<file path="config.mk">
export PLATFORM = sky130hd
export DESIGN_NAME = lbp_position
export DESIGN_NICKNAME = d
export VERILOG_FILES = /design/src/hw/rtl/lbp_pkg.sv /design/src/hw/rtl/lbp_position.sv
export SDC_FILE = /design/constraint.sdc
export NUM_CORES = 1
export LEC_CHECK = 0
export ABC_AREA = 1
export BUFFER_PORTS_ARGS = -buffer_cell sky130_fd_sc_hd__buf_2
export CAP_MARGIN = 5
export CORE_MARGIN = 4
export CORE_UTILIZATION = 42
export DETAILED_ROUTE_END_ITERATION = 7
export GPL_ROUTABILITY_DRIVEN = 0
export PLACE_DENSITY = 0.68
export SLEW_MARGIN = 10
export SYNTH_ARGS = -nofsm -noshare
export SYNTH_HDL_FRONTEND = slang
export SYNTH_SLANG_ARGS = --single-unit
</file>
<file path="constraint.sdc">
create_clock -name clk -period 7.58 [get_ports clk]
set_clock_uncertainty 0.05 [all_clocks]
set_input_delay 2.274 -clock clk [delete_from_list [all_inputs] [get_ports clk]]
set_output_delay 2.274 -clock clk [all_outputs]
set_load 0.05 [all_outputs]
</file>
<file path="src/hw/rtl/lbp_pkg.sv">
// ----------------------------------------------------------------------------
// lbp_pkg
// Shared constants, word types and neighbour offsets for the LBP stream.
// ----------------------------------------------------------------------------
`default_nettype none

package lbp_pkg;

    // Defaults for the top-level parameters
    localparam int MAX_WIDTH_DEF = 2048;
    localparam int RADIUS_DEF    = 1;

    localparam int NEIGHBOURS    = 8;
    localparam int HEIGHT_LIMIT  = 2048;

    // Field and register widths
    localparam int PIX_W         = 8;
    localparam int SIZE_W        = 12;
    localparam int THR_W         = 8;
    localparam int ROW_W         = 12;
    localparam int CFG_INDEX_W   = 2;
    localparam int CFG_DATA_W    = 12;

    // Register reset values
    localparam int WIDTH_RESET   = 640;
    localparam int HEIGHT_RESET  = 480;
    localparam int THR_RESET     = 0;

    // Register map
    typedef enum logic [CFG_INDEX_W-1:0] {
        REG_WIDTH     = 2'd0,
        REG_HEIGHT    = 2'd1,
        REG_THRESHOLD = 2'd2
    } cfg_reg_t;

    // Input word kinds
    typedef enum logic {
        OP_PIXEL = 1'b0,
        OP_FLUSH = 1'b1
    } op_t;

    typedef struct packed {
        op_t              operation;
        logic [PIX_W-1:0] pixel;
    } pix_word_t;

    typedef struct packed {
        logic [PIX_W-1:0] pattern_code;
        logic             last_of_frame;
    } code_word_t;

    // Per-word position info from the raster tracker
    typedef struct packed {
        logic                  emit;
        logic                  last;
        logic [NEIGHBOURS-1:0] inside_mask;
    } pos_info_t;

    // Rounded diagonal offset, round(r / sqrt2)
    function automatic int diag_offset(input int radius);
        return (radius * 181 + 128) >>> 8;
    endfunction

    // Horizontal offset of neighbour k, counter-clockwise from the right
    function automatic int offset_x(input int k, input int radius);
        int d;
        int dx;
        d = diag_offset(radius);
        unique case (k)
            0:       dx = radius;
            1:       dx = d;
            2:       dx = 0;
            3:       dx = -d;
            4:       dx = -radius;
            5:       dx = -d;
            6:       dx = 0;
            default: dx = d;
        endcase
        return dx;
    endfunction

    // Vertical offset of neighbour k, y grows downward
    function automatic int offset_y(input int k, input int radius);
        int d;
        int dy;
        d = diag_offset(radius);
        unique case (k)
            0:       dy = 0;
            1:       dy = -d;
            2:       dy = -radius;
            3:       dy = -d;
            4:       dy = 0;
            5:       dy = d;
            6:       dy = radius;
            default: dy = d;
        endcase
        return dy;
    endfunction

endpackage

`default_nettype wire

</file>
<file path="src/hw/rtl/lbp_position.sv">
// ----------------------------------------------------------------------------
// lbp_position
// Raster tracker: input column, fill count, centre position, edge masks.
// ----------------------------------------------------------------------------
`default_nettype none

module lbp_position #(
    parameter int MAX_WIDTH = lbp_pkg::MAX_WIDTH_DEF,
    parameter int RADIUS    = lbp_pkg::RADIUS_DEF
) (
    input  wire logic                          clk,
    input  wire logic                          rst_n,
    input  wire logic                          restart,
    input  wire logic                          advance,
    input  wire logic [lbp_pkg::SIZE_W-1:0]    eff_width,
    input  wire logic [lbp_pkg::SIZE_W-1:0]    eff_height,
    output logic      [$clog2(MAX_WIDTH)-1:0]  col,
    output lbp_pkg::pos_info_t                 info
);

    localparam int COL_W  = $clog2(MAX_WIDTH);
    localparam int SIZE_W = lbp_pkg::SIZE_W;
    localparam int ROW_W  = lbp_pkg::ROW_W;
    localparam int LAG_W  = SIZE_W + $clog2(RADIUS + 1) + 1;
    localparam int EXT_W  = ((COL_W > SIZE_W) ? COL_W : SIZE_W) + 2;
    localparam int YEXT_W = ROW_W + 2;

    logic [COL_W-1:0] col_reg,     col_next;
    logic [LAG_W-1:0] fill_reg,    fill_next;
    logic [COL_W-1:0] out_col_reg, out_col_next;
    logic [ROW_W-1:0] out_row_reg, out_row_next;

    logic [LAG_W-1:0] lag;
    logic             emit;
    logic             col_wrap;
    logic             out_col_wrap;
    logic             out_row_end;
    logic             last;
    logic [lbp_pkg::NEIGHBOURS-1:0] inside_mask;

    // Codes start once RADIUS rows plus RADIUS words have gone by
    assign lag  = LAG_W'(RADIUS) * LAG_W'(eff_width) + LAG_W'(RADIUS);
    assign emit = (fill_reg == lag);

    assign col_wrap     = (EXT_W'(col_reg) + EXT_W'(1)) == EXT_W'(eff_width);
    assign out_col_wrap = (EXT_W'(out_col_reg) + EXT_W'(1)) == EXT_W'(eff_width);
    assign out_row_end  = (YEXT_W'(out_row_reg) + YEXT_W'(1)) == YEXT_W'(eff_height);
    assign last         = emit && out_col_wrap && out_row_end;

    // Neighbour inside-image checks for the current centre
    for (genvar k = 0; k < lbp_pkg::NEIGHBOURS; k++)
    begin : g_mask
        localparam int DX = lbp_pkg::offset_x(k, RADIUS);
        localparam int DY = lbp_pkg::offset_y(k, RADIUS);
        logic x_ok;
        logic y_ok;

        if (DX >= 0)
        begin : g_xp
            assign x_ok = (EXT_W'(out_col_reg) + EXT_W'(DX)) < EXT_W'(eff_width);
        end
        else
        begin : g_xn
            assign x_ok = EXT_W'(out_col_reg) >= EXT_W'(-DX);
        end

        if (DY >= 0)
        begin : g_yp
            assign y_ok = (YEXT_W'(out_row_reg) + YEXT_W'(DY)) < YEXT_W'(eff_height);
        end
        else
        begin : g_yn
            assign y_ok = YEXT_W'(out_row_reg) >= YEXT_W'(-DY);
        end

        assign inside_mask[k] = x_ok & y_ok;
    end

    // Counter update
    always_comb
    begin
        col_next     = col_reg;
        fill_next    = fill_reg;
        out_col_next = out_col_reg;
        out_row_next = out_row_reg;
        if (restart)
        begin
            col_next     = '0;
            fill_next    = '0;
            out_col_next = '0;
            out_row_next = '0;
        end
        else if (advance)
        begin
            col_next = col_wrap ? '0 : col_reg + 1'b1;
            if (!emit)
            begin
                fill_next = fill_reg + 1'b1;
            end
            else if (out_col_wrap)
            begin
                out_col_next = '0;
                out_row_next = out_row_reg + 1'b1;
            end
            else
            begin
                out_col_next = out_col_reg + 1'b1;
            end
            // Frame done: next word starts a new frame
            if (last)
            begin
                col_next     = '0;
                fill_next    = '0;
                out_col_next = '0;
                out_row_next = '0;
            end
        end
    end

    always_ff @(posedge clk or negedge rst_n)
    begin
        if (!rst_n)
        begin
            col_reg     <= '0;
            fill_reg    <= '0;
            out_col_reg <= '0;
            out_row_reg <= '0;
        end
        else
        begin
            col_reg     <= col_next;
            fill_reg    <= fill_next;
            out_col_reg <= out_col_next;
            out_row_reg <= out_row_next;
        end
    end

    assign col              = col_reg;
    assign info.emit        = emit;
    assign info.last        = last;
    assign info.inside_mask = inside_mask;

endmodule

`default_nettype wire

</file>
# Word level (Yosys, flattened, before mapping)

Cells that the tools add are included.

Output and inout bits: 21
Logic and storage cells: 57
Register bits: 48

Multiplexer cells: 18
Bitwise gates (word level): 8
Add/sub/neg operators: 8
Order comparisons: 6
Reduce and logical (&&, ||, !) cells: 8
Eq/ne operators: 5

Operators by type and width:

| operator                                                           | number |
|---|---|
| 2-to-1 mux 11 bit                                                  | 9 |
| 2-to-1 mux 12 bit                                                  | 5 |
| 2-to-1 mux 14 bit                                                  | 4 |
| equality test 14 x 12 -> 1 bit                                     | 2 |
| adder 12 x 1 -> 13 bit, second input constant                      | 2 |
| adder 11 x 1 -> 12 bit, second input constant                      | 2 |
| less-than comparator 12 bit                                        | 2 |
| adder 11 x 1 -> 11 bit, second input constant                      | 2 |
| adder 14 x 1 -> 14 bit, second input constant                      | 1 |
| equality test 14 x 13 -> 1 bit                                     | 1 |
| less-than comparator 13 x 12 -> 1 bit                              | 1 |
| adder 12 x 1 -> 12 bit, second input constant                      | 1 |
| equality test 12 bit                                               | 1 |
| greater-or-equal comparator 12 x 1 -> 1 bit, second input constant | 1 |
| less-than comparator 11 x 12 -> 1 bit                              | 1 |
| greater-or-equal comparator 11 x 1 -> 1 bit, second input constant | 1 |
| bitwise AND 1 bit                                                  | 8 |
| nonzero test 3 bit                                                 | 2 |
| AND reduction 2 bit                                                | 2 |
| inequality test 3 x 2 -> 1 bit, second input constant              | 1 |
| AND reduction 3 bit                                                | 1 |
| logical AND 1 bit                                                  | 2 |
| nonzero test 2 bit                                                 | 1 |

# Logic depth before layout (Yosys ltp)

Gate-level depths: netlist (run 1).

Word-level depth: 7
Mapped depth: 21
Gate-level depth less buffers: 20

# Worst setup path before layout (run 1)

No wires, ideal clock.

Path type: input to output
Start: input eff_height[2] (netlist name)
End: output info[5] (netlist name)
Buffers on the path: 0
Slack: 1.201 ns
Required time: 5.256 ns
Stages: 13
Arrival: 4.055 ns
Cell sequence: inv_1 > ha_1 > a21oi_1 > o21ai_0 > a21oi_1 > nor2_1 > o21ai_0 > nand2_1 > nand2_1 > nand2_1 > nand2_1 > nand3_1 > nor2_1

RTL lines:

| element         | line               | source |
|---|---|---|
| start, declared | lbp_position.sv:16 | `input wire logic [lbp_pkg::SIZE_W-1:0] eff_height,` |
| end, declared   | lbp_position.sv:18 | `output lbp_pkg::pos_info_t info` |

==> results.toml, run 1 <==
[run_status]
outcome = "finished, final reports clean"

[clock_network]
clkLatencyLatePin_ns = 0.31
cts_hold_buf = 0
cts_buffers = 5
cts_tree = "done"
cts.sinks = 48
cts_buffer_depth = 2
h-tree-depth = 2
cts_setup_buffers = 0
cts-root-buf = "clkbuf_16"
cts_resized = 0
path_clk_slew_ns = 0.07

[synth]
synth-edff-count = 0
synth_xor_area_frac = 0.0522
synth.yosys.seq_area_share = 0.224
yosysWarnings = 0
synth-adder-area-share = 0.131
syn-cell-area_sq_mm = 0.00537
synth_top_family_by_area = "simple AND/OR/NAND/NOR gates"
synthMuxAreaShare = 0
syn-num-nets = 922
synth_compound_area_frac = 0.0904
synth_top_area_frac = 0.224
synth_top_cell_by_area = "dfrtp_1"
synth-async-reset-ratio = 1.00
synth_common_cells = "nand2_1, inv_1, nor2_1"
avgSynthCellArea_sq_um = 6.41
syn_inst = 838
synth-main-ff-cell = "dfrtp_1"
synth.ff_latch_count = 48
yosys.area_share.simple = 0.394
synth_cell_types = 39
ys_top_cells_by_area = "dfrtp_1, nand2_1, ha_1"
synth.most_common_cell = "nand2_1"

[place]
place_ws_ns = 1.03
io_buffers = 48
dpl.hpwl_um = 11300

[critical_path]
crit_family = "simple AND/OR/NAND/NOR gates"
r2r-start = "out_row_reg[0]"
crit_arrival_ns = 4.24
r2r_slack_ns = 3.61
cp.depth = 14
start_kind = "primary input"
max_stage_delay_ns = 0.25
cp_max_fo = 12
cpMaxStageDelayCell = "buf_2"
crit_chain = "buf_2 -> ha_1 -> nand2_1 -> nor2_2 -> nand3_1 -> nand3_1 -> nand2_1 -> nor2_1 -> inv_1 -> nor2_1 -> nand4_1 -> buf_4 -> inv_1 -> buf_2"
cp-startpoint = "eff_width[0]"
rr_worst_depth = 16
worstPathRequired_ns = 5.26
critical_path_buf_inv_count = 5
endpoint_kind = "output pin"
worstSetupPathType = "primary input to output pin"
crit_path_end = "info[8]"
reg2reg_to = "col[2]"

[timing]
setup_tns_ns = 0
final_max_slew_viol_count = 0
hold_violations = 0
fin_hold_ws_ns = 0.495
setup_viol_count_final = 0
fin_crit_ns = 6.57
tightest_slew_ns = 1.05
fin_ws_ns = 1.01
slew-limit-headroom = 0.296
fmax_mhz = 152
min_period_over_period = 0.866
rsz0062_at_grt = "no"

[run]
drv_cap = 0

[final_layout]
drive_gt1_frac = 0.124
fin_nets = 964
fillers = 1355
syn_to_final_growth_pct = 10.3
antenna_cells = 0
largest_register_ffs = 14

[drt]
drtIter0Drc = 434
via_per_inst = 5.03
wl_per_cell_um = 13.5
finalWirelength_um = 14200
remaining_drc_errors = 0
dr_total_vias = 5298
drt.antenna.violating_nets = 0
first_pass_iters = 6

[global_route]
grtUsageTotal = 0.202
grt_pass1_vias = 4908
overflow = 0
grt_pass1_wl_um = 23900
grt_max_degree = 49
antenna_found_initial = 0

[die]
rows = 41
die_w_um = 121
die_area_sq_mm = 0.0147
initial_utilization = 0.427
die_h_um = 121
core_area_sq_mm = 0.0126
io_pins = 49

[power_and_ir_drop]
power_density_mw_per_mm2 = 123
ir_drop_mv = 0.111
leakage_nw = 3.19

[hold_path]
hold_class = "flop to flop"
worst min-delay path by stage:
stage	cells after the start	end	startpoint	slack, ns
after floorplan	2	fill_reg[3]	fill_reg[3]	0.45
final	2	col[10]	col[10]	0.49
after CTS	2	col[10]	col[10]	0.49
after detailed placement	2	col[10]	col[10]	0.48
after global placement	2	col[10]	col[10]	0.48
after global routing	2	col[10]	col[10]	0.51
logic make-up after synthesis:
| logic type | after synthesis |
|---|---|
| AOI/OAI and AO/OA | 82 |
| xor gates and xnor gates | 32 |
| adders and majority gates | 56 |
| buffers and inverters | 146 |
| DFF | 48 |
| and+or+nand+nor | 474 |
cell usage in the layout, fill, tap and decap left out, types with 3 or more instances in the layout:
cell | synthesis | layout
clkbuf_16 | 0 | 5
nand3b_1 | 3 | 3
nor3_1 | 20 | 20
nor2_1 | 89 | 89
nor2_4 | 3 | 3
nand2_1 | 218 | 218
nand3_1 | 85 | 85
buf_2 | 3 | 48
or2_2 | 5 | 5
a21oi_1 | 23 | 23
nand2_2 | 14 | 14
nand4_1 | 13 | 13
nor2_2 | 7 | 7
o21ai_1 | 8 | 8
o22ai_1 | 4 | 4
nand3_2 | 3 | 3
o21ai_0 | 26 | 26
dfrtp_1 | 48 | 48
xnor2_1 | 5 | 5
o211ai_1 | 4 | 4
nor4_1 | 7 | 7
o21ai_2 | 11 | 11
xor2_1 | 27 | 27
inv_1 | 125 | 125
ha_1 | 56 | 56
inv_2 | 5 | 5
through the flow:
step           instances  power, mW  utilization  area [sq um]
6_report            1053      0.730        0.471          5920
5_1_grt             1053      0.773        0.471          5920
4_1_cts             1053      0.738        0.471          5920
3_5_place_dp        1045      0.457        0.457          5740
3_3_place_gp        1045      0.455        0.457          5740
2_1_floorplan        838      0.408            -          5370
where the power goes:
group	total [mW]	leakage [nW]	internal [mW]	switching, mW
registers	0.276	0.663	0.263	0.0128
logic	0.177	2.44	0.0580	0.119
clock network	0.277	0.0871	0.166	0.111
total	0.730	3.19	0.487	0.243
final cells by class:
type / count / area [sq um] / share of cell area
clock buffer: 6 / 139 / 0.0235
tap: 172 / 215 / 0.0363
inverter: 131 / 492 / 0.0831
clock inverter: 2 / 38.8 / 0.00655
timing repair buffer: 50 / 255 / 0.0431
multi-input combinational: 644 / 3580 / 0.605
sequential: 48 / 1200 / 0.203
metal layers:
layer / GRT usage / share of wire / vias up / routed length (um)
met5: 0 / 0 / - / 0
met4: 0.0722 / 0.025 / 0 / 361
met3: 0.0256 / 0.048 / 23 / 682
met2: 0.327 / 0.46 / 141 / 6450
met1: 0.277 / 0.47 / 2356 / 6680
li1: - / - / 2778 / -
tightest hold or removal path: stages, from the launching register on:
cell and delay (ns):
dfrtp_1 0.40, nand2_1 0.07, nand2_1 0.06
No activity file was read; power rests on OpenSTA's default activity.
==> run 2, diff against run 1 <==
CELL_PAD_IN_SITES_DETAIL_PLACEMENT = 1   (was default)
CELL_PAD_IN_SITES_GLOBAL_PLACEMENT = 1   (was default)
PLACE_DENSITY = 0.88   (was 0.68)
==> run 2 against run 1 <==
Against the previous run:
- cell count stayed put
- total power is 4.2% lower
- worst hold slack better by 0.010 ns
- non-clock buffer count stayed put
- flip-flop and latch count stayed put
- utilization is 0.22 points lower
- count of clock-buffer cells in the layout is 1 lower
- sequential share of layout area is 0.095 points higher
- highest routed layer unchanged
==> results.toml, run 2 (same netlist as run 1, synthesis figures left out) <==
[die]
initial_utilization = 0.427
io_pins = 49
rows = 41
die_h_um = 121
core_area_sq_mm = 0.0126
die_w_um = 121
die_area_sq_mm = 0.0147

[drt]
wl_per_cell_um = 15.3
dr_total_vias = 5565
remaining_drc_errors = 0
drt.antenna.violating_nets = 0
finalWirelength_um = 16100
drtIter0Drc = 203
via_per_inst = 5.28
first_pass_iters = 4

[timing]
fin_hold_ws_ns = 0.505
setup_tns_ns = 0
fin_crit_ns = 6.59
fmax_mhz = 152
hold_violations = 0
tightest_slew_ns = 1.08
slew-limit-headroom = 0.275
final_max_slew_viol_count = 0
setup_viol_count_final = 0
rsz0062_at_grt = "no"
min_period_over_period = 0.870

[critical_path]
worstSetupPathType = "primary input to output pin"
cpMaxStageDelayCell = "buf_2"
start_kind = "primary input"
cp_max_fo = 12
critical_path_buf_inv_count = 5
crit_chain = "buf_2 -> ha_1 -> nand2_1 -> nor2_2 -> nand3_1 -> nand3_1 -> nand2_1 -> nor2_1 -> inv_1 -> nor2_1 -> nand4_1 -> buf_4 -> inv_1 -> buf_2"
endpoint_kind = "output pin"
crit_arrival_ns = 4.27
max_stage_delay_ns = 0.25
crit_family = "simple AND/OR/NAND/NOR gates"
worstPathRequired_ns = 5.26

[global_route]
overflow = 0
grt_pass1_vias = 5711
grt_pass1_wl_um = 27600
grt_max_degree = 49
grtUsageTotal = 0.231
antenna_found_initial = 0

[clock_network]
cts_tree = "done"
path_clk_slew_ns = 0.08
cts_setup_buffers = 0
cts.sinks = 48
cts_resized = 0
clkLatencyLatePin_ns = 0.31
cts_hold_buf = 0
cts_buffer_depth = 2
cts_buffers = 5
cts-root-buf = "clkbuf_16"
h-tree-depth = 2

[power_and_ir_drop]
leakage_nw = 3.17
pwr-share-comb = 0.261
ir_drop_mv = 0.0772
power_density_mw_per_mm2 = 119
clkPwrFrac = 0.344
power_switching_mw = 0.252
p_sw_frac = 0.361
seqPwrFrac = 0.395
internal_power_mw = 0.447
total_power_mw = 0.699

[final_layout]
layout_common_cells = "nand2_1, inv_1, nor2_1, nand3_1, ha_1"
antenna_cells = 0
syn_to_final_growth_pct = 9.79
stdcell_count = 1053
mostFrequentLayoutCell = "nand2_1"
fin_nets = 964
largest_register_ffs = 14
finalCoreUtilization = 0.469
drive_gt1_frac = 0.124

[place]
io_buffers = 48
dp.cells = 1045
dpl.hpwl_um = 13000

[run]
drv_cap = 0

[hold_path]
hold_class = "flop to flop"

[run_status]
outcome = "finished, final reports clean"
run 2: cell count changes in the layout (fill, tap and decap cells not counted), sizes merged:
cell,before,now
bufinv,1,0
clkbuf,6,5
clkinv,2,1
clkinvlp,0,1
inv,130,132
run 2: routing by layer:
layer | vias to the layer above | global-route usage | part of all wire
li1 | 2782 | - | -
met1 | 2680 | 0.301 | 0.46
met2 | 87 | 0.404 | 0.49
met4 | 0 | 0.0559 | 0.016
met5 | - | 0 | 0
met3 | 16 | 0.0317 | 0.037
run 2: area by class of cell:
cell class / instances / area [sq um]
clock inverter: 3 / 25.0
timing repair buffer: 50 / 255
inverter: 131 / 492
fill: 1764 / 6680
multi-input combinational: 644 / 3580
tap: 172 / 215
clock buffer: 5 / 125
sequential: 48 / 1200
run 2: metrics by stage:
step | instance area [sq um] | setup WS, ns
2_1_floorplan | 5370 | 1.20
3_3_place_gp | 5740 | 1.07
3_5_place_dp | 5740 | 0.991
4_1_cts | 5890 | 0.987
5_1_grt | 5890 | 0.658
6_report | 5890 | 0.985
run 2: path summary, 6_finish.rpt:
| check | slack (ns) | cells past startpoint | endpoint | from |
|---|---|---|---|---|
| min reg2reg | 0.50 | 2 | col[6] | col[6] |
| max in group asynchronous | 4.99 | 2 | out_row_reg[7] | rst_n |
| min in group asynchronous | 2.03 | 2 | col[7] | rst_n |
| max reg2reg | 3.64 | 15 | col[7] | out_col_reg[0] |
| min | 0.50 | 2 | col[6] | col[6] |
| max | 0.99 | 14 | info[8] | eff_width[0] |
run 2: power groups by stage:
| stage | sequential (mW) | combinational, mW | clock, mW |
|---|---|---|---|
| 2_1_floorplan | 0.281 | 0.127 | 0 |
| 3_5_place_dp | 0.281 | 0.183 | 0 |
| 4_1_cts | 0.276 | 0.184 | 0.249 |
| 3_3_place_gp | 0.281 | 0.177 | 0 |
| 5_1_grt | 0.278 | 0.209 | 0.260 |
| 6_report | 0.276 | 0.182 | 0.241 |
run 2: worst min-delay path: cells and delay by family, from the launching register on:
kind	cells	cell delay (ns)
AND/OR/NAND/NOR	2	0.13
flip-flops	1	0.40
==> run 3, diff against run 2 <==
CORE_UTILIZATION = 47   (was 42)
GPL_TIMING_DRIVEN = 0   (was default)
PLACE_DENSITY = 0.95   (was 0.88)
==> run 3 against run 2 <==
Against the previous run:
- sequential power barely moved
- critical path type unchanged
- total power rose by 1.0%
- count of clock-buffer cells in the layout rose by 3
- largest power group unchanged
- combinational power rose by 5%
==> results.toml, run 3 (same netlist as run 1, synthesis figures left out) <==
[die]
io_pins = 49
initial_utilization = 0.487
core_area_sq_mm = 0.0110
die_w_um = 115
die_area_sq_mm = 0.0132
die_h_um = 115
rows = 38

[final_layout]
syn_to_final_growth_pct = 10.5
fin_area_sq_mm = 0.00593
antenna_cells = 0
mostFrequentLayoutCell = "nand2_1"
largest_register_ffs = 14
drive_gt1_frac = 0.130
stdcell_count = 1034
fin_nets = 977
layout_common_cells = "nand2_1, inv_1, nor2_1, nand3_1, ha_1"

[clock_network]
cts_buffers = 5
path_clk_slew_ns = 0.07
cts_tree = "done"
clkLatencyLatePin_ns = 0.30
cts_hold_buf = 0
cts_resized = 0
cts_buffer_depth = 2
cts_setup_buffers = 0
cts.sinks = 48
h-tree-depth = 2
cts-root-buf = "clkbuf_16"

[critical_path]
crit_arrival_ns = 4.68
crit_top_cell = "buf_2"
worstSetupPathType = "primary input to output pin"
cp-startpoint = "eff_width[0]"
critical_path_buf_inv_count = 6
start_kind = "primary input"
r2r_slack_ns = 3.79
crit_chain = "buf_2 -> ha_1 -> nand2_1 -> nor2_4 -> inv_2 -> nand3b_2 -> o21ai_1 -> nor2_1 -> nand2_1 -> nor2_1 -> nand4_1 -> buf_2 -> inv_1 -> buf_4 -> buf_2"
cp_max_fo = 10
endpoint_kind = "output pin"
crit_family = "simple AND/OR/NAND/NOR gates"
worstPathRequired_ns = 5.26
rr_worst_depth = 19
r2r-start = "out_col_reg[0]"
cpMaxStageDelayCell = "ha_1"
reg2reg_to = "fill_reg[2]"
max_stage_delay_ns = 0.27

[power_and_ir_drop]
leakage_nw = 3.22
total_power_mw = 0.706
power_density_mw_per_mm2 = 119
ir_drop_mv = 0.110

[timing]
slew-limit-headroom = 0.548
rsz0062_at_grt = "no"
setup_viol_count_final = 0
fin_crit_ns = 7.00
fin_hold_ws_ns = 0.528
tightest_slew_ns = 0.678
fmax_mhz = 143
min_period_over_period = 0.924
final_max_slew_viol_count = 0
setup_tns_ns = 0
hold_violations = 0

[drt]
wl_per_cell_um = 17.1
remaining_drc_errors = 0
drt.antenna.violating_nets = 0
drtIter0Drc = 280
finalWirelength_um = 17700
first_pass_iters = 5
dr_total_vias = 5796
via_per_inst = 5.61

[hold_path]
min_from = "col[10]"
min_path_cells = 2
hold_end = "col[10]"
hold_class = "flop to flop"

[run]
drv_cap = 0

[run_status]
outcome = "finished, final reports clean"

[global_route]
antenna_found_initial = 0
grt_pass1_wl_um = 29500
grt_use_met3 = 0.0421
top_usage_layer = "met2"
met1_usage = 0.348
grt_max_degree = 49
overflow = 0
grtUsageMet2 = 0.487
grtUsageTotal = 0.278
grt_pass1_vias = 6148

[place]
dpl.hpwl_um = 14200
dp.cells = 1026
placedInstanceArea_sq_mm = 0.00578
io_buffers = 48
==> run 3: changes by cell type in the layout (fill, tap and decap cells not counted), moves of 2 or more <==
cell and delta:
clkbuf_1 +6, buf_4 +4, buf_2 +2, buf_6 +2, inv_6 -2
==> run 3: metal layers <==
metal  wire length, um  part of all wire  vias to the layer above
met4               398             0.023                        0
met5                 0                 0                        -
met1              7750              0.44                     2807
met2              8680              0.49                      149
met3               831             0.047                       34
li1                  -                 -                     2806
==> run 3: worst max-delay path by stage <==
stage,slack (ns),cells past startpoint,end
CTS,0.59,15,info[8]
global route,0.33,15,info[8]
global placement,0.78,14,info[8]
detailed placement,0.70,15,info[8]
floorplan,1.20,13,info[5]
finish,0.58,15,info[8]
==> run 3: per-stage QoR <==
stage	utilization	worst slack [ns]
global route	0.538	0.328
CTS	0.538	0.586
finish	0.538	0.579
floorplan	-	1.20
global placement	0.524	0.777
detailed placement	0.524	0.698
==> run 3: worst min-delay path, cell delays in order (launching register included) <==
cell	delay, ns
dfrtp_1	0.40
nand2_1	0.07
nand2_1	0.07
==> run 3: final cells by class <==
class,count,area (sq um)
Inverter,131,492
Fill cell,1565,5100
Tap cell,140,175
Sequential cell,48,1200
Multi-Input combinational cell,644,3580
Clock buffer,8,146
Buffer,15,95.1
Timing Repair Buffer,48,243
==> run 3: power breakdown <==
group          internal [mW]  switching (mW)  total (mW)  leakage [nW]
sequential             0.263          0.0146       0.278         0.663
clock                  0.132           0.104       0.237        0.0712
combinational         0.0607           0.131       0.192          2.48
total                  0.456           0.250       0.706          3.22
