`src/hw/rtl/lbp_pkg.sv`:
```
// ----------------------------------------------------------------------------
// lbp_pkg
// Shared constants, word types and neighbour offsets for the LBP stream.
// ----------------------------------------------------------------------------
`default_nettype none

package lbp_pkg;

    // Defaults for the top-level parameters
    localparam int MAX_WIDTH_DEF = 2048;
    localparam int RADIUS_DEF    = 1;

    localparam int NEIGHBOURS    = 8;
    localparam int HEIGHT_LIMIT  = 2048;

    // Field and register widths
    localparam int PIX_W         = 8;
    localparam int SIZE_W        = 12;
    localparam int THR_W         = 8;
    localparam int ROW_W         = 12;
    localparam int CFG_INDEX_W   = 2;
    localparam int CFG_DATA_W    = 12;

    // Register reset values
    localparam int WIDTH_RESET   = 640;
    localparam int HEIGHT_RESET  = 480;
    localparam int THR_RESET     = 0;

    // Register map
    typedef enum logic [CFG_INDEX_W-1:0] {
        REG_WIDTH     = 2'd0,
        REG_HEIGHT    = 2'd1,
        REG_THRESHOLD = 2'd2
    } cfg_reg_t;

    // Input word kinds
    typedef enum logic {
        OP_PIXEL = 1'b0,
        OP_FLUSH = 1'b1
    } op_t;

    typedef struct packed {
        op_t              operation;
        logic [PIX_W-1:0] pixel;
    } pix_word_t;

    typedef struct packed {
        logic [PIX_W-1:0] pattern_code;
        logic             last_of_frame;
    } code_word_t;

    // Per-word position info from the raster tracker
    typedef struct packed {
        logic                  emit;
        logic                  last;
        logic [NEIGHBOURS-1:0] inside_mask;
    } pos_info_t;

    // Rounded diagonal offset, round(r / sqrt2)
    function automatic int diag_offset(input int radius);
        return (radius * 181 + 128) >>> 8;
    endfunction

    // Horizontal offset of neighbour k, counter-clockwise from the right
    function automatic int offset_x(input int k, input int radius);
        int d;
        int dx;
        d = diag_offset(radius);
        unique case (k)
            0:       dx = radius;
            1:       dx = d;
            2:       dx = 0;
            3:       dx = -d;
            4:       dx = -radius;
            5:       dx = -d;
            6:       dx = 0;
            default: dx = d;
        endcase
        return dx;
    endfunction

    // Vertical offset of neighbour k, y grows downward
    function automatic int offset_y(input int k, input int radius);
        int d;
        int dy;
        d = diag_offset(radius);
        unique case (k)
            0:       dy = 0;
            1:       dy = -d;
            2:       dy = -radius;
            3:       dy = -d;
            4:       dy = 0;
            5:       dy = d;
            6:       dy = radius;
            default: dy = d;
        endcase
        return dy;
    endfunction

endpackage

`default_nettype wire

```
`src/hw/rtl/lbp_window.sv`:
```
// ----------------------------------------------------------------------------
// lbp_window
// Square pixel window and the eight neighbour compares of the pattern code.
// ----------------------------------------------------------------------------
`default_nettype none

module lbp_window #(
    parameter int RADIUS = lbp_pkg::RADIUS_DEF
) (
    input  wire logic                                                 clk,
    input  wire logic                                                 rst_n,
    input  wire logic                                                 shift,
    input  wire logic [2*RADIUS:0][lbp_pkg::PIX_W-1:0]                column,
    input  wire logic [lbp_pkg::THR_W-1:0]                            threshold,
    input  wire logic [lbp_pkg::NEIGHBOURS-1:0]                       inside_mask,
    output logic      [lbp_pkg::NEIGHBOURS-1:0]                       code
);

    localparam int SPAN  = 2 * RADIUS + 1;
    localparam int PIX_W = lbp_pkg::PIX_W;

    // win_reg[column][row]: column SPAN-1 newest, row 0 bottom
    logic [SPAN-1:0][SPAN-1:0][PIX_W-1:0] win_reg;
    logic [PIX_W:0]                       limit;

    // Shift in one column per word
    always_ff @(posedge clk or negedge rst_n)
    begin
        if (!rst_n)
        begin
            win_reg <= '0;
        end
        else if (shift)
        begin
            for (int j = 0; j < SPAN - 1; j++)
            begin
                win_reg[j] <= win_reg[j+1];
            end
            win_reg[SPAN-1] <= column;
        end
    end

    assign limit = {1'b0, win_reg[RADIUS][RADIUS]} + {1'b0, threshold};

    // Outside pixels read as zero, so they pass only when the limit is zero
    for (genvar k = 0; k < lbp_pkg::NEIGHBOURS; k++)
    begin : g_bit
        localparam int DX      = lbp_pkg::offset_x(k, RADIUS);
        localparam int DY      = lbp_pkg::offset_y(k, RADIUS);
        localparam int COL_IDX = RADIUS + DX;
        localparam int ROW_IDX = RADIUS - DY;

        assign code[k] = inside_mask[k] ? ({1'b0, win_reg[COL_IDX][ROW_IDX]} >= limit)
                                        : (limit == '0);
    end

endmodule

`default_nettype wire

```
`config.mk`:
```
export PLATFORM = sky130hd
export DESIGN_NAME = lbp_window
export DESIGN_NICKNAME = d
export VERILOG_FILES = /design/src/hw/rtl/lbp_pkg.sv /design/src/hw/rtl/lbp_window.sv
export SDC_FILE = /design/constraint.sdc
export NUM_CORES = 1
export LEC_CHECK = 0
export ABC_AREA = 1
export BUFFER_PORTS_ARGS = -buffer_cell sky130_fd_sc_hd__buf_2
export CAP_MARGIN = 5
export CORE_UTILIZATION = 57
export DETAILED_ROUTE_END_ITERATION = 16
export HOLD_SLACK_MARGIN = 0.08
export PLACE_DENSITY = 0.78
export SLEW_MARGIN = 20
export SYNTH_ARGS = -nofsm -noshare
export SYNTH_HDL_FRONTEND = slang
export SYNTH_SLANG_ARGS = --single-unit
```
`constraint.sdc`:
```
create_clock -name clk -period 16.1 [get_ports clk]
set_clock_uncertainty 0.05 [all_clocks]
set_input_delay 4.83 -clock clk [delete_from_list [all_inputs] [get_ports clk]]
set_output_delay 4.83 -clock clk [all_outputs]
set_load 0.05 [all_outputs]
```
## Word-level counts from Yosys, hierarchy flattened

Cells that the tools add are included.

| cells by class | value |
|---|---|
| $add $sub $neg | 1 |
| $mul | 0 |
| div/mod/pow operators | 0 |
| order comparisons | 8 |
| equality and inequality tests | 0 |
| shift operators | 0 |
| muxes and demuxes | 8 |
| bitwise gates (word level) | 0 |
| reduce and logical (&&, ||, !) cells | 1 |

Operator list:

| kind | count |
|---|---|
| $ge 8x9->1 | 8 |
| $add 8x8->9 | 1 |
| $logic_not 9->1 | 1 |
| $mux 1 | 8 |

| word-level totals | value |
|---|---|
| flip-flop bits (word level) | 72 |
| latch bits | 0 |
| bits in writable memories | 0 |
| bits in read-only memories | 0 |
| bits of input ports | 43 |
| output and inout bits | 8 |
| memories kept | 0 |

## Depth between registers and ports, before layout

Gate-level depths: netlist of run 1.

| depth | value |
|---|---|
| depth after elaboration | 3 |
| gate-level depth with buffers | 19 |

## Worst setup path before layout of run 1

OpenSTA, ideal clock, no wires.

| timing path | value |
|---|---|
| kind | input-to-output |
| start | input threshold[0] (netlist bit) |
| end | output code[4] (netlist bit) |
| arrival time | 7.259 ns |
| data required time | 11.220 ns |
| slack | 3.961 ns |
| stages on the path | 19 |
| path through | ha_1 fa_1 nand2_1 nand2_1 nand2_1 xor2_1 inv_1 ha_1 nand2_1 o21a_1 o21ai_0 nand2_1 nand2_1 nand2_1 nand2_1 nand2_1 nand2_1 nand2_1 nand2_1 |

| between the ends | value |
|---|---|
| longest elaborated chain between the ends | 3 |
| elaborated cells between the ends (all ways) | 4 |
| classes of those cells | 1 x add/sub; 1 x order compare; 1 x mux; 1 x reduce/logical |

RTL lines:

| what | line | text |
|---|---|---|
| start: declaration | lbp_window.sv:14 | `input wire logic [lbp_pkg::THR_W-1:0] threshold,` |
| $add 8x8->9 (*) | lbp_window.sv:43 | `assign limit = {1'b0, win_reg[RADIUS][RADIUS]} + {1'b0, threshold};` |
| $ge 8x9->1 or $logic_not 9->1 (tied branches) | lbp_window.sv:53, lbp_window.sv:54 |  |
| $mux 1 (*) | lbp_window.sv:53 | `assign code[k] = inside_mask[k] ? ({1'b0, win_reg[COL_IDX][ROW_IDX]} >= limit)` |
| end: declaration | lbp_window.sv:16 | `output logic [lbp_pkg::NEIGHBOURS-1:0] code` |

Every way passes the cells marked *; elsewhere a longest branch is shown, timed or not.

## Worst setup path after layout of run 1

| timing path | value |
|---|---|
| start | input threshold[0] (netlist bit) |
| end | output code[0] (netlist bit) |

The elaborated chain is that of the path after synthesis.

==> run metrics, run 1 <==
crit path max fanout 9; Post-Syn Area per Cell 8.40 um^2; Worst Path Arrival about 7.7 ns; post-synthesis cell count 553; CP startpoint kind input pin; P_leak around 2.7 nW; Largest stage delay, worst path around 0.73 ns; Avg Vias per Cell between 5 and 6; Largest register FFs 72; Total Power 0.654 mW; Starting Density roughly 60%; Core Region 7810 um^2; CTS tree yes; Crit Path Class in -> out; PostCTS Resize Cnt 0; Synth cell types 32; initial detailed-routing violation count approximately 170; final worst path period need between 10 and 15 ns; initial antenna violation count 0; worst hold path startpoint win_reg[24]$_DFFE_PN0P_; Pwr per Cell Area 126 nW/um^2; dpl cell area roughly 5000 um^2; Vias around 3800; final setup fails 0; Slew @ Worst Pin around 0.91 ns; Antenna Cells 0; Final HPWL DP slightly below 7 mm; area delta synth->final 12.0%; IO buf count 50; maximum number of pins on one net before global-route repair 90; FMAX 79.3 MHz; unrepaired setup endpoints after global routing no; CTS Sinks 72; hold crit path type reg -> reg; flip-flop and latch count after synthesis 72; required time worst endpoint around 11 ns; clock tree buffer depth 2; Rows 32; Slew Limit Fails 0; largest area contributor in the netlist dfrtp_1; CTS clock-pin slew for the worst setup and hold paths 0.07 ns; slowest CP cell xnor2_1; Clk pwr share 26.6%; post-synthesis sequential area ratio about two fifths; Top cell by count, worst path nand2_1; number of buffers created by CTS 9; hold_buf cts 0; critical path endpoint category primary output; setup bufs post-CTS 0; Ports between 50 and 60; cell area after layout about 5200 um^2; Synth area leaders dfrtp_1 (39%), ha_1 (17%), nand2_1 (11%); syn_nets about 660; placed cell count between 600 and 700; max cap viols 0; Pint just over 0.4 mW; Post-Layout Cell Count slightly above 700; layout cells sized above 1 15.7%; CP cell instances buf_2 > ha_1 > fa_1 > xnor2_1 > ha_1 > a21oi_1 > o21ai_0 > nand2_1 > nand3_1 > a21oi_1 > o21ai_1 > nand3_1 > nand2_1 > nand2_1 > nand2_1 > buf_2; WL/cell 13.4 um; status completed; number of global-route vias before repair 3874; Seq pwr share between 30% and 40%; most frequent cells in the layout nand2_1 (136), dfrtp_1 (72), inv_1 (64), ha_1 (64), buf_2 (49); die height 92.3 um; switching share of power around two fifths; Worst slew margin around two fifths; top cell type's share of synthesized area between 30 and 40%; Cell Area, Synth around 4600 um^2; worst setup path start threshold[0]; final net count 708; combinational power share between 40% and 50%; commonest non-fill, non-tap cell in the layout nand2_1; CTS H-tree depth 3; root buffer cell clkbuf_8; final period utilization about 78%; Die X a little over 90 um; first-pass GRT wire length 17.1 mm; worst vdd ir approximately 0.000056 V; total die area between 8000 and 9000 um^2; drc violations 0; Worst-Skew Late Latency 0.36 ns; count of final hold-check violations 0; synth warn 0; Reg-to-Reg Start win_reg[53]$_DFFE_PN0P_; antenna violation net count after detailed routing 0; switching power between 0.2 and 0.3 mW; GP Congestion around 0.83; TNS Setup 0 ns; total wire length 9.48 mm; router iterations before antenna repair 4; gr ovfl total 0; total track usage between 20% and 30%
[area by class of cell]
| cell class | instances | area (um^2) |
|---|---|---|
| fill | 651 | 2610 |
| clock buffer | 10 | 128 |
| multi-input combinational | 399 | 2520 |
| inverter | 66 | 251 |
| sequential | 72 | 1800 |
| timing repair buffer | 52 | 268 |
| clock inverter | 6 | 108 |
| tap | 102 | 128 |
[stage by stage]
step / hold WS, ns / util (%) / setup WS, ns
after floorplan: 0.400 / - / 3.96
after global placement: 0.405 / 63.6 / 3.60
after detailed placement: 0.419 / 63.6 / 3.53
after CTS: 0.437 / 66.6 / 3.53
after global routing: 0.457 / 66.6 / 3.23
final: 0.431 / 66.6 / 3.49
[cell families (layout without fill, tap and decap cells)]
family | Yosys count | after routing | synth area share, %
muxes | 18 | 18 | 4.37
adders and majority gates | 65 | 65 | 17.7
and+or+nand+nor | 211 | 211 | 19.3
AOI/OAI and AO/OA | 100 | 100 | 11.7
buffers and inverters | 82 | 134 | 6.95
DFF | 72 | 72 | 38.8
xor gates and xnor gates | 5 | 5 | 1.11
[per-layer routing]
metal | up-vias | routed length (um) | track usage, %
met3 | 16 | 329 | 3.81
met4 | 0 | 182 | 10.4
met1 | 1755 | 4270 | 30.9
li1 | 1936 | - | -
met5 | - | 0 | 0
met2 | 59 | 4690 | 44.9
[worst paths after layout]
check                                          end  depth (start not counted)  slack [ns]
setup / recovery                           code[0]                         16        3.49
setup reg to reg           win_reg[53]$_DFFE_PN0P_                          1       15.23
min in group asynchronous   win_reg[4]$_DFFE_PN0P_                          2        4.63
hold reg to reg             win_reg[0]$_DFFE_PN0P_                          2        0.43
max in group asynchronous  win_reg[12]$_DFFE_PN0P_                          2       10.79
hold / removal              win_reg[0]$_DFFE_PN0P_                          2        0.43
[Yosys cell counts]
cell type / number
a21oi_1: 41
a21oi_2: 1
a31o_1: 6
a31oi_1: 1
buf_1: 2
buf_2: 3
buf_6: 1
clkbuf_1: 10
clkinv_2: 1
dfrtp_1: 72
fa_1: 1
ha_1: 64
inv_1: 64
inv_4: 1
mux2_2: 18
nand2_1: 136
nand2_2: 1
nand2_4: 2
nand3_1: 15
nand3_2: 1
nand3_4: 1
nand4_1: 17
nor2_1: 37
nor2_4: 1
o211ai_1: 1
o21a_1: 5
o21ai_0: 42
o21ai_1: 2
o21bai_1: 1
xnor2_1: 2
xnor2_2: 1
xor2_1: 2
[power groups by stage]
stage / Clock (mW) / Sequential, mW / Combinational (mW)
after global routing: 0.183 / 0.220 / 0.305
after detailed placement: 0 / 0.221 / 0.260
after global placement: 0 / 0.220 / 0.248
after CTS: 0.176 / 0.217 / 0.264
final: 0.174 / 0.217 / 0.263
after floorplan: 0 / 0.215 / 0.201
[critical path: cells and delay by family]
kind            cells  cell delay, ns
xor+xnor            1            0.73
buf+inv             2            0.30
fa+ha+maj           3            1.03
simple gates        6            0.35
compound gates      4            0.48
Note: power is estimated with default switching activity, not from simulation.
==> inputs of run 2 (changes only) <==
clock period = 12.1 ns   (was 16.1 ns; I/O delays follow)
==> run 2 against run 1 <==
Compared with the run above: sequential cell count unchanged; non-clock buffer count unchanged; clock-buffer cell count decreased by 1; final cell count decreased by 0.14%; setup slack got worse by 1.6 ns; clock power increased by 68%; global-route usage increased by 0.28 points; combinational power increased by 34%; critical path type unchanged; core utilization increased by 0.88 points; register-to-register slack got worse by 4.0 ns; critical endpoint is now code[4].
==> run metrics, run 2 (synthesized netlist as in run 1, its figures left out) <==
layout cells sized above 1 15.7% (about the same); maximum number of pins on one net before global-route repair 90 (unchanged); required time worst endpoint 8.42 ns (was 11.22 ns); clock tree buffer depth 2 (unchanged); Slew Limit Fails 0 (unchanged); P_leak 2.77 nW (was 2.73 nW); CP startpoint kind input pin (unchanged); setup bufs post-CTS 0 (unchanged); CTS clock-pin slew for the worst setup and hold paths 0.07 ns (about the same); critical path endpoint category primary output (unchanged); Largest stage delay, worst path 0.70 ns (was 0.73 ns); max cap viols 0 (unchanged); Pwr per Cell Area 177 nW/um^2 (was 126 nW/um^2); total wire length 9.67 mm (was 9.48 mm); total track usage 25.7% (was 25.4%); Die X 92.3 um (unchanged); PnR worst setup slack 1.88 ns (was 3.49 ns); antenna violation net count after detailed routing 0 (unchanged); CTS tree yes (unchanged); TNS Setup 0 ns (unchanged); Final HPWL DP 6.86 mm (was 6.83 mm); Top cell by count, worst path nand2_1 (unchanged); count of final hold-check violations 0 (unchanged); Crit Path Class in -> out (unchanged); Slew @ Worst Pin 0.903 ns (was 0.910 ns); root buffer cell clkbuf_8 (unchanged); crit path max fanout 9 (unchanged); unrepaired setup endpoints after global routing no (unchanged); CP cell instances buf_2 > ha_1 > fa_1 > xnor2_1 > ha_1 > a21oi_1 > o21a_1 > o21ai_0 > nand2_1 > nand2_1 > nand2_1 > nand2_1 > nand2_1 > nand2_1 > nand2_1 > nand2_1 > buf_2 (was buf_2 > ha_1 > fa_1 > xnor2_1 > ha_1 > a21oi_1 > o21ai_0 > nand2_1 > nand3_1 > a21oi_1 > o21ai_1 > nand3_1 > nand2_1 > nand2_1 > nand2_1 > buf_2); initial antenna violation count 0 (unchanged); DP Worst Slack 1.91 ns (was 3.53 ns); IO buf count 50 (unchanged); Starting Density 59.5% (unchanged); GP Congestion 0.834 (was 0.835); Ports 51 (unchanged); Worst slew margin 39.8% (was 38.9%); worst vdd ir 0.000103 V (was 0.0000556 V); initial detailed-routing violation count 135 (was 172); Worst-Skew Late Latency 0.35 ns (was 0.36 ns); Antenna Cells 0 (unchanged); total die area 8510 um^2 (unchanged); hold_buf cts 0 (unchanged); final setup fails 0 (unchanged); Worst Path Arrival 6.54 ns (was 7.73 ns); number of buffers created by CTS 9 (unchanged); final period utilization ~84%; final net count 708 (unchanged); commonest non-fill, non-tap cell in the layout nand2_1 (unchanged); number of global-route vias before repair 3915 (was 3874); most frequent cells in the layout nand2_1 (136), dfrtp_1 (72), inv_1 (64), ha_1 (64), buf_2 (49) (unchanged); slowest CP cell xnor2_1 (unchanged); WL/cell 13.7 um (was 13.4 um); Avg Vias per Cell 5.41 (was 5.33); area delta synth->final 13.5% (was 12.0%); FMAX 97.9 MHz; hold crit path type reg -> reg (unchanged); CTS H-tree depth 3 (unchanged); first-pass GRT wire length 17.2 mm (was 17.1 mm); router iterations before antenna repair 4 (unchanged); Vias 3817 (was 3766); PostCTS Resize Cnt 0 (unchanged); Largest register FFs 72 (unchanged); CTS Sinks 72 (unchanged); gr ovfl total 0 (unchanged); status completed (unchanged); final worst path period need a little over 10 ns; Core Region 7810 um^2 (unchanged); die height 92.3 um (unchanged); Rows 32 (unchanged); drc violations 0 (unchanged)
[run 2: cell types whose count changed in the layout (fill, tap and decap cells not counted), sizes merged]
cell and delta:
clkbuf -1, clkinv -2, clkinvlp -1, bufinv +3
[run 2: where the power goes]
group / internal (mW) / total (mW) / switching, mW / leakage [nW]
clock network: 0.198 / 0.292 / 0.0937 / 0.150
logic: 0.131 / 0.353 / 0.222 / 1.76
registers: 0.268 / 0.289 / 0.0210 / 0.857
total: 0.598 / 0.934 / 0.336 / 2.77
[run 2: worst max-delay path: cells and delay by family]
| kind | cells | cell delay (ns) |
|---|---|---|
| AOI/OAI and AO/OA | 3 | 0.45 |
| xor gates and xnor gates | 1 | 0.70 |
| adders and majority gates | 3 | 1.02 |
| buffers and inverters | 2 | 0.30 |
| and+or+nand+nor | 8 | 0.43 |
[run 2: area by class of cell]
cell class	count	area, um^2
fill	626	2540
multi-input combinational	399	2520
sequential	72	1800
timing repair buffer	52	268
inverter	66	251
clock inverter	6	180
tap	102	128
clock buffer	9	124
[run 2: routing by layer]
metal	up-vias	part of all wire [%]	track usage [%]
met5	-	0	0
met4	0	1.7	8.46
met3	18	3.6	6.05
met2	59	50	45.3
met1	1810	44	30.7
li1	1930	-	-
[run 2: metrics by stage]
stage,instances,hold slack (ns),area [um^2],power (mW),utilization (%)
global route,706,0.459,5270,1.01,67.5
finish,706,0.431,5270,0.934,67.5
global placement,691,0.405,4970,0.622,63.6
CTS,706,0.435,5270,0.937,67.5
floorplan,553,0.400,4640,0.554,-
detailed placement,691,0.419,4970,0.641,63.6
[run 2: path summary, 6_finish.rpt]
check	depth (start not counted)	end	startpoint	slack (ns)
worst max-delay path	17	code[4]	threshold[0]	1.88
worst min-delay path	2	win_reg[46]$_DFFE_PN0P_	win_reg[70]$_DFFE_PN0P_	0.43
worst max register to register	1	win_reg[53]$_DFFE_PN0P_	win_reg[53]$_DFFE_PN0P_	11.24
worst min register to register	2	win_reg[46]$_DFFE_PN0P_	win_reg[70]$_DFFE_PN0P_	0.43
max in group asynchronous	2	win_reg[54]$_DFFE_PN0P_	rst_n	7.98
min in group asynchronous	2	win_reg[68]$_DFFE_PN0P_	rst_n	3.44
==> inputs of run 3 (changes only) <==
ABC_AREA = 0   (was 1)
CORE_UTILIZATION = 53   (was 57)
PLACE_DENSITY = 0.76   (was 0.78)
clock period = 8.7 ns   (was 12.1 ns; I/O delays follow)
==> run 3 against run 2 <==
Compared with the run above: design area shrank 4.5%; worst hold slack gained 0.0091 ns; area after synthesis shrank 3.6%; critical endpoint is now code[1]; highest routed layer unchanged.
==> run metrics, run 3 <==
status completed (unchanged); Die X 93.9 um (was 92.3 um); CTS Sinks 72 (unchanged); CTS tree yes (unchanged); TNS Setup 0 ns (unchanged); Pint 0.742 mW (was 0.598 mW); dpl cell area 4860 um^2 (was 4970 um^2); Most used DFF post-synth dfrtp_1 (unchanged); largest area contributor in the netlist dfrtp_1 (unchanged); Seq pwr share 34.3% (was 31.0%); post-synthesis cell count 387 (was 553); Final HPWL DP 7.03 mm (was 6.86 mm); router iterations before antenna repair 4 (unchanged); hold_buf cts 0 (unchanged); final net count 551 (was 708); clock tree buffer depth 2 (unchanged); FMAX between 100 and 150 MHz; GRT busiest layer met2 (unchanged); Ports 51 (unchanged); Slew @ Worst Pin 0.926 ns (was 0.903 ns); critical path endpoint category primary output (unchanged); Clk pwr share 19.0% (was 31.3%); Cell Area, Synth 4480 um^2 (was 4640 um^2); Rows 33 (was 32); initial antenna violation count 0 (unchanged); Slew Limit Fails 0 (unchanged); CP startpoint kind input pin (unchanged); layout cells sized above 1 33.1% (was 15.7%); number of synthesized flops with an enable pin 0 (unchanged); M2 GR Usage 40.4% (was 45.3%); top cell type's share of synthesized area 40.2% (was 38.8%); CTS clock-pin slew for the worst setup and hold paths 0.07 ns (about the same); drc violations 0 (unchanged); first-pass GRT wire length 16.2 mm (was 17.2 mm); PostCTS Resize Cnt 0 (unchanged); required time worst endpoint 6.04 ns (was 8.42 ns); gr ovfl total 0 (unchanged); switching share of power 39.7% (was 36.0%); count of final hold-check violations 0 (unchanged); flip-flop and latch count after synthesis 72 (unchanged); max cap viols 0 (unchanged); area delta synth->final 12.5% (was 13.5%); Pwr per Cell Area 245 nW/um^2 (was 177 nW/um^2); Avg Vias per Cell 5.96 (was 5.41); Core Region 8220 um^2 (was 7810 um^2); P_leak 2.33 nW (was 2.77 nW); post-synthesis sequential area ratio 40.2% (was 38.8%); Worst-Skew Late Latency 0.36 ns (was 0.35 ns); GP Congestion 0.878 (was 0.834); initial detailed-routing violation count 137 (was 135); worst vdd ir 0.000148 V (was 0.000103 V); Synth cell types 39 (was 32); Post-Syn Area per Cell 11.6 um^2 (was 8.40 um^2); total wire length 9.58 mm (was 9.67 mm); Worst slew margin 38.3% (was 39.8%); hold crit path type reg -> reg (unchanged); die height 93.9 um (was 92.3 um); commonest non-fill, non-tap cell in the layout dfrtp_1 (was nand2_1); Post-synth ARST share 100% (unchanged); final worst path period need between 8 and 9 ns; most frequent cells in the layout dfrtp_1 (72), mux2_2 (64), ha_1 (64) (was nand2_1 (136), dfrtp_1 (72), inv_1 (64), ha_1 (64), buf_2 (49)); maximum number of pins on one net before global-route repair 81 (was 90); antenna violation net count after detailed routing 0 (unchanged); met1 usage 30.5% (was 30.7%); syn_nets 495 (was 661); Vias 3292 (was 3817); final period utilization 96.1%; root buffer cell clkbuf_8 (unchanged); CTS H-tree depth 3 (unchanged); Synth area leaders dfrtp_1 (40%), ha_1 (18%), mux2_2 (16%) (was dfrtp_1 (39%), ha_1 (17%), nand2_1 (11%)); number of buffers created by CTS 9 (unchanged); most frequent cell after synthesis dfrtp_1 (was nand2_1); Antenna Cells 0 (unchanged); synth warn 0 (unchanged); number of global-route vias before repair 3427 (was 3915); crit path max fanout 9 (unchanged); WL/cell 17.3 um (was 13.7 um); M3 GR Usage 5.99% (was 6.05%); combinational power share 46.7% (was 37.8%); Starting Density 54.5% (was 59.5%); Crit Path Class in -> out (unchanged); unrepaired setup endpoints after global routing no (unchanged); Worst Path Arrival 5.70 ns (was 6.54 ns); Post-synth top cells dfrtp_1 (72), ha_1 (64), mux2_2 (64), o21ai_0 (20), inv_1 (18) (was nand2_1 (136), dfrtp_1 (72), ha_1 (64), inv_1 (64), o21ai_0 (42)); Largest register FFs 72 (unchanged); IO buf count 50 (unchanged); switching power 0.489 mW (was 0.336 mW); setup bufs post-CTS 0 (unchanged); cell area after layout 5040 um^2 (was 5270 um^2); final setup fails 0 (unchanged); total die area 8820 um^2 (was 8510 um^2); total track usage 24.3% (was 25.7%)
run 3: cell types whose count changed after synthesis, sizes merged, moves of 7 or more:
cell / previous run / this run
nand4: 17 / 6
a211oi: 0 / 7
nand2: 139 / 14
a21o: 0 / 7
nor2: 38 / 11
nand3: 17 / 6
a21oi: 42 / 12
mux2: 18 / 64
inv: 65 / 18
o21ai: 44 / 21
a31oi: 1 / 9
run 3: routing by layer:
layer | share of wire (%) | up-vias
met5 | 0 | -
met4 | 2.4 | 0
met3 | 4.4 | 23
met2 | 48 | 81
met1 | 45 | 1629
li1 | - | 1559
run 3: layout make-up:
type | count | area (um^2)
Timing Repair Buffer | 57 | 303
Fill cell | 678 | 3180
Clock buffer | 10 | 138
Clock inverter | 5 | 33.8
Sequential cell | 72 | 1800
Multi-Input combinational cell | 285 | 2560
Tap cell | 105 | 131
Inverter | 18 | 67.6
run 3: through the flow:
| step | utilization [%] | setup WS [ns] | total power [mW] | cells | hold slack [ns] |
|---|---|---|---|---|---|
| after CTS | 61.3 | 0.356 | 1.24 | 552 | 0.443 |
| after global routing | 61.3 | 0.114 | 1.33 | 552 | 0.480 |
| after global placement | 59.2 | 0.423 | 0.968 | 537 | 0.414 |
| final | 61.3 | 0.343 | 1.23 | 552 | 0.440 |
| after detailed placement | 59.2 | 0.361 | 0.996 | 537 | 0.425 |
| after floorplan | - | 0.271 | 0.836 | 387 | 0.400 |
run 3: path summary, 6_finish.rpt:
check | start | endpoint | slack (ns) | depth (start not counted)
setup / recovery | threshold[0] | code[1] | 0.34 | 15
hold / removal | win_reg[24]$_DFFE_PN0P_ | win_reg[0]$_DFFE_PN0P_ | 0.44 | 2
setup reg to reg | win_reg[33]$_DFFE_PN0P_ | win_reg[9]$_DFFE_PN0P_ | 7.81 | 1
hold reg to reg | win_reg[24]$_DFFE_PN0P_ | win_reg[0]$_DFFE_PN0P_ | 0.44 | 2
max in group asynchronous | rst_n | win_reg[17]$_DFFE_PN0P_ | 5.59 | 2
min in group asynchronous | rst_n | win_reg[61]$_DFFE_PN0P_ | 2.41 | 2
run 3: power groups by stage:
stage	registers [mW]	logic, mW	clock network [mW]
2_1_floorplan	0.413	0.423	0
3_3_place_gp	0.426	0.542	0
3_5_place_dp	0.428	0.568	0
4_1_cts	0.422	0.572	0.242
5_1_grt	0.428	0.647	0.255
6_report	0.422	0.575	0.234
run 3: kinds of logic after synthesis:
| logic type | after synthesis | synth area share [%] |
|---|---|---|
| flops | 72 | 40.2 |
| fa+ha+maj | 66 | 18.6 |
| mux | 64 | 16.1 |
| compound gates | 89 | 14.2 |
| buf+inv | 30 | 2.57 |
| simple gates | 60 | 7.04 |
| xor+xnor | 6 | 1.34 |
run 3: worst max-delay path, stage by stage:
cell and delay [ns]:
buf_2 0.10, ha_1 0.23, fa_1 0.43, a211oi_2 0.37, nor2_1 0.11, xnor2_1 0.16, buf_4 0.20, ha_1 0.25
a21o_1 0.18, a21oi_1 0.12, o21ai_0 0.10, maj3_1 0.36, a21oi_1 0.15, o22ai_1 0.10, buf_2 0.24
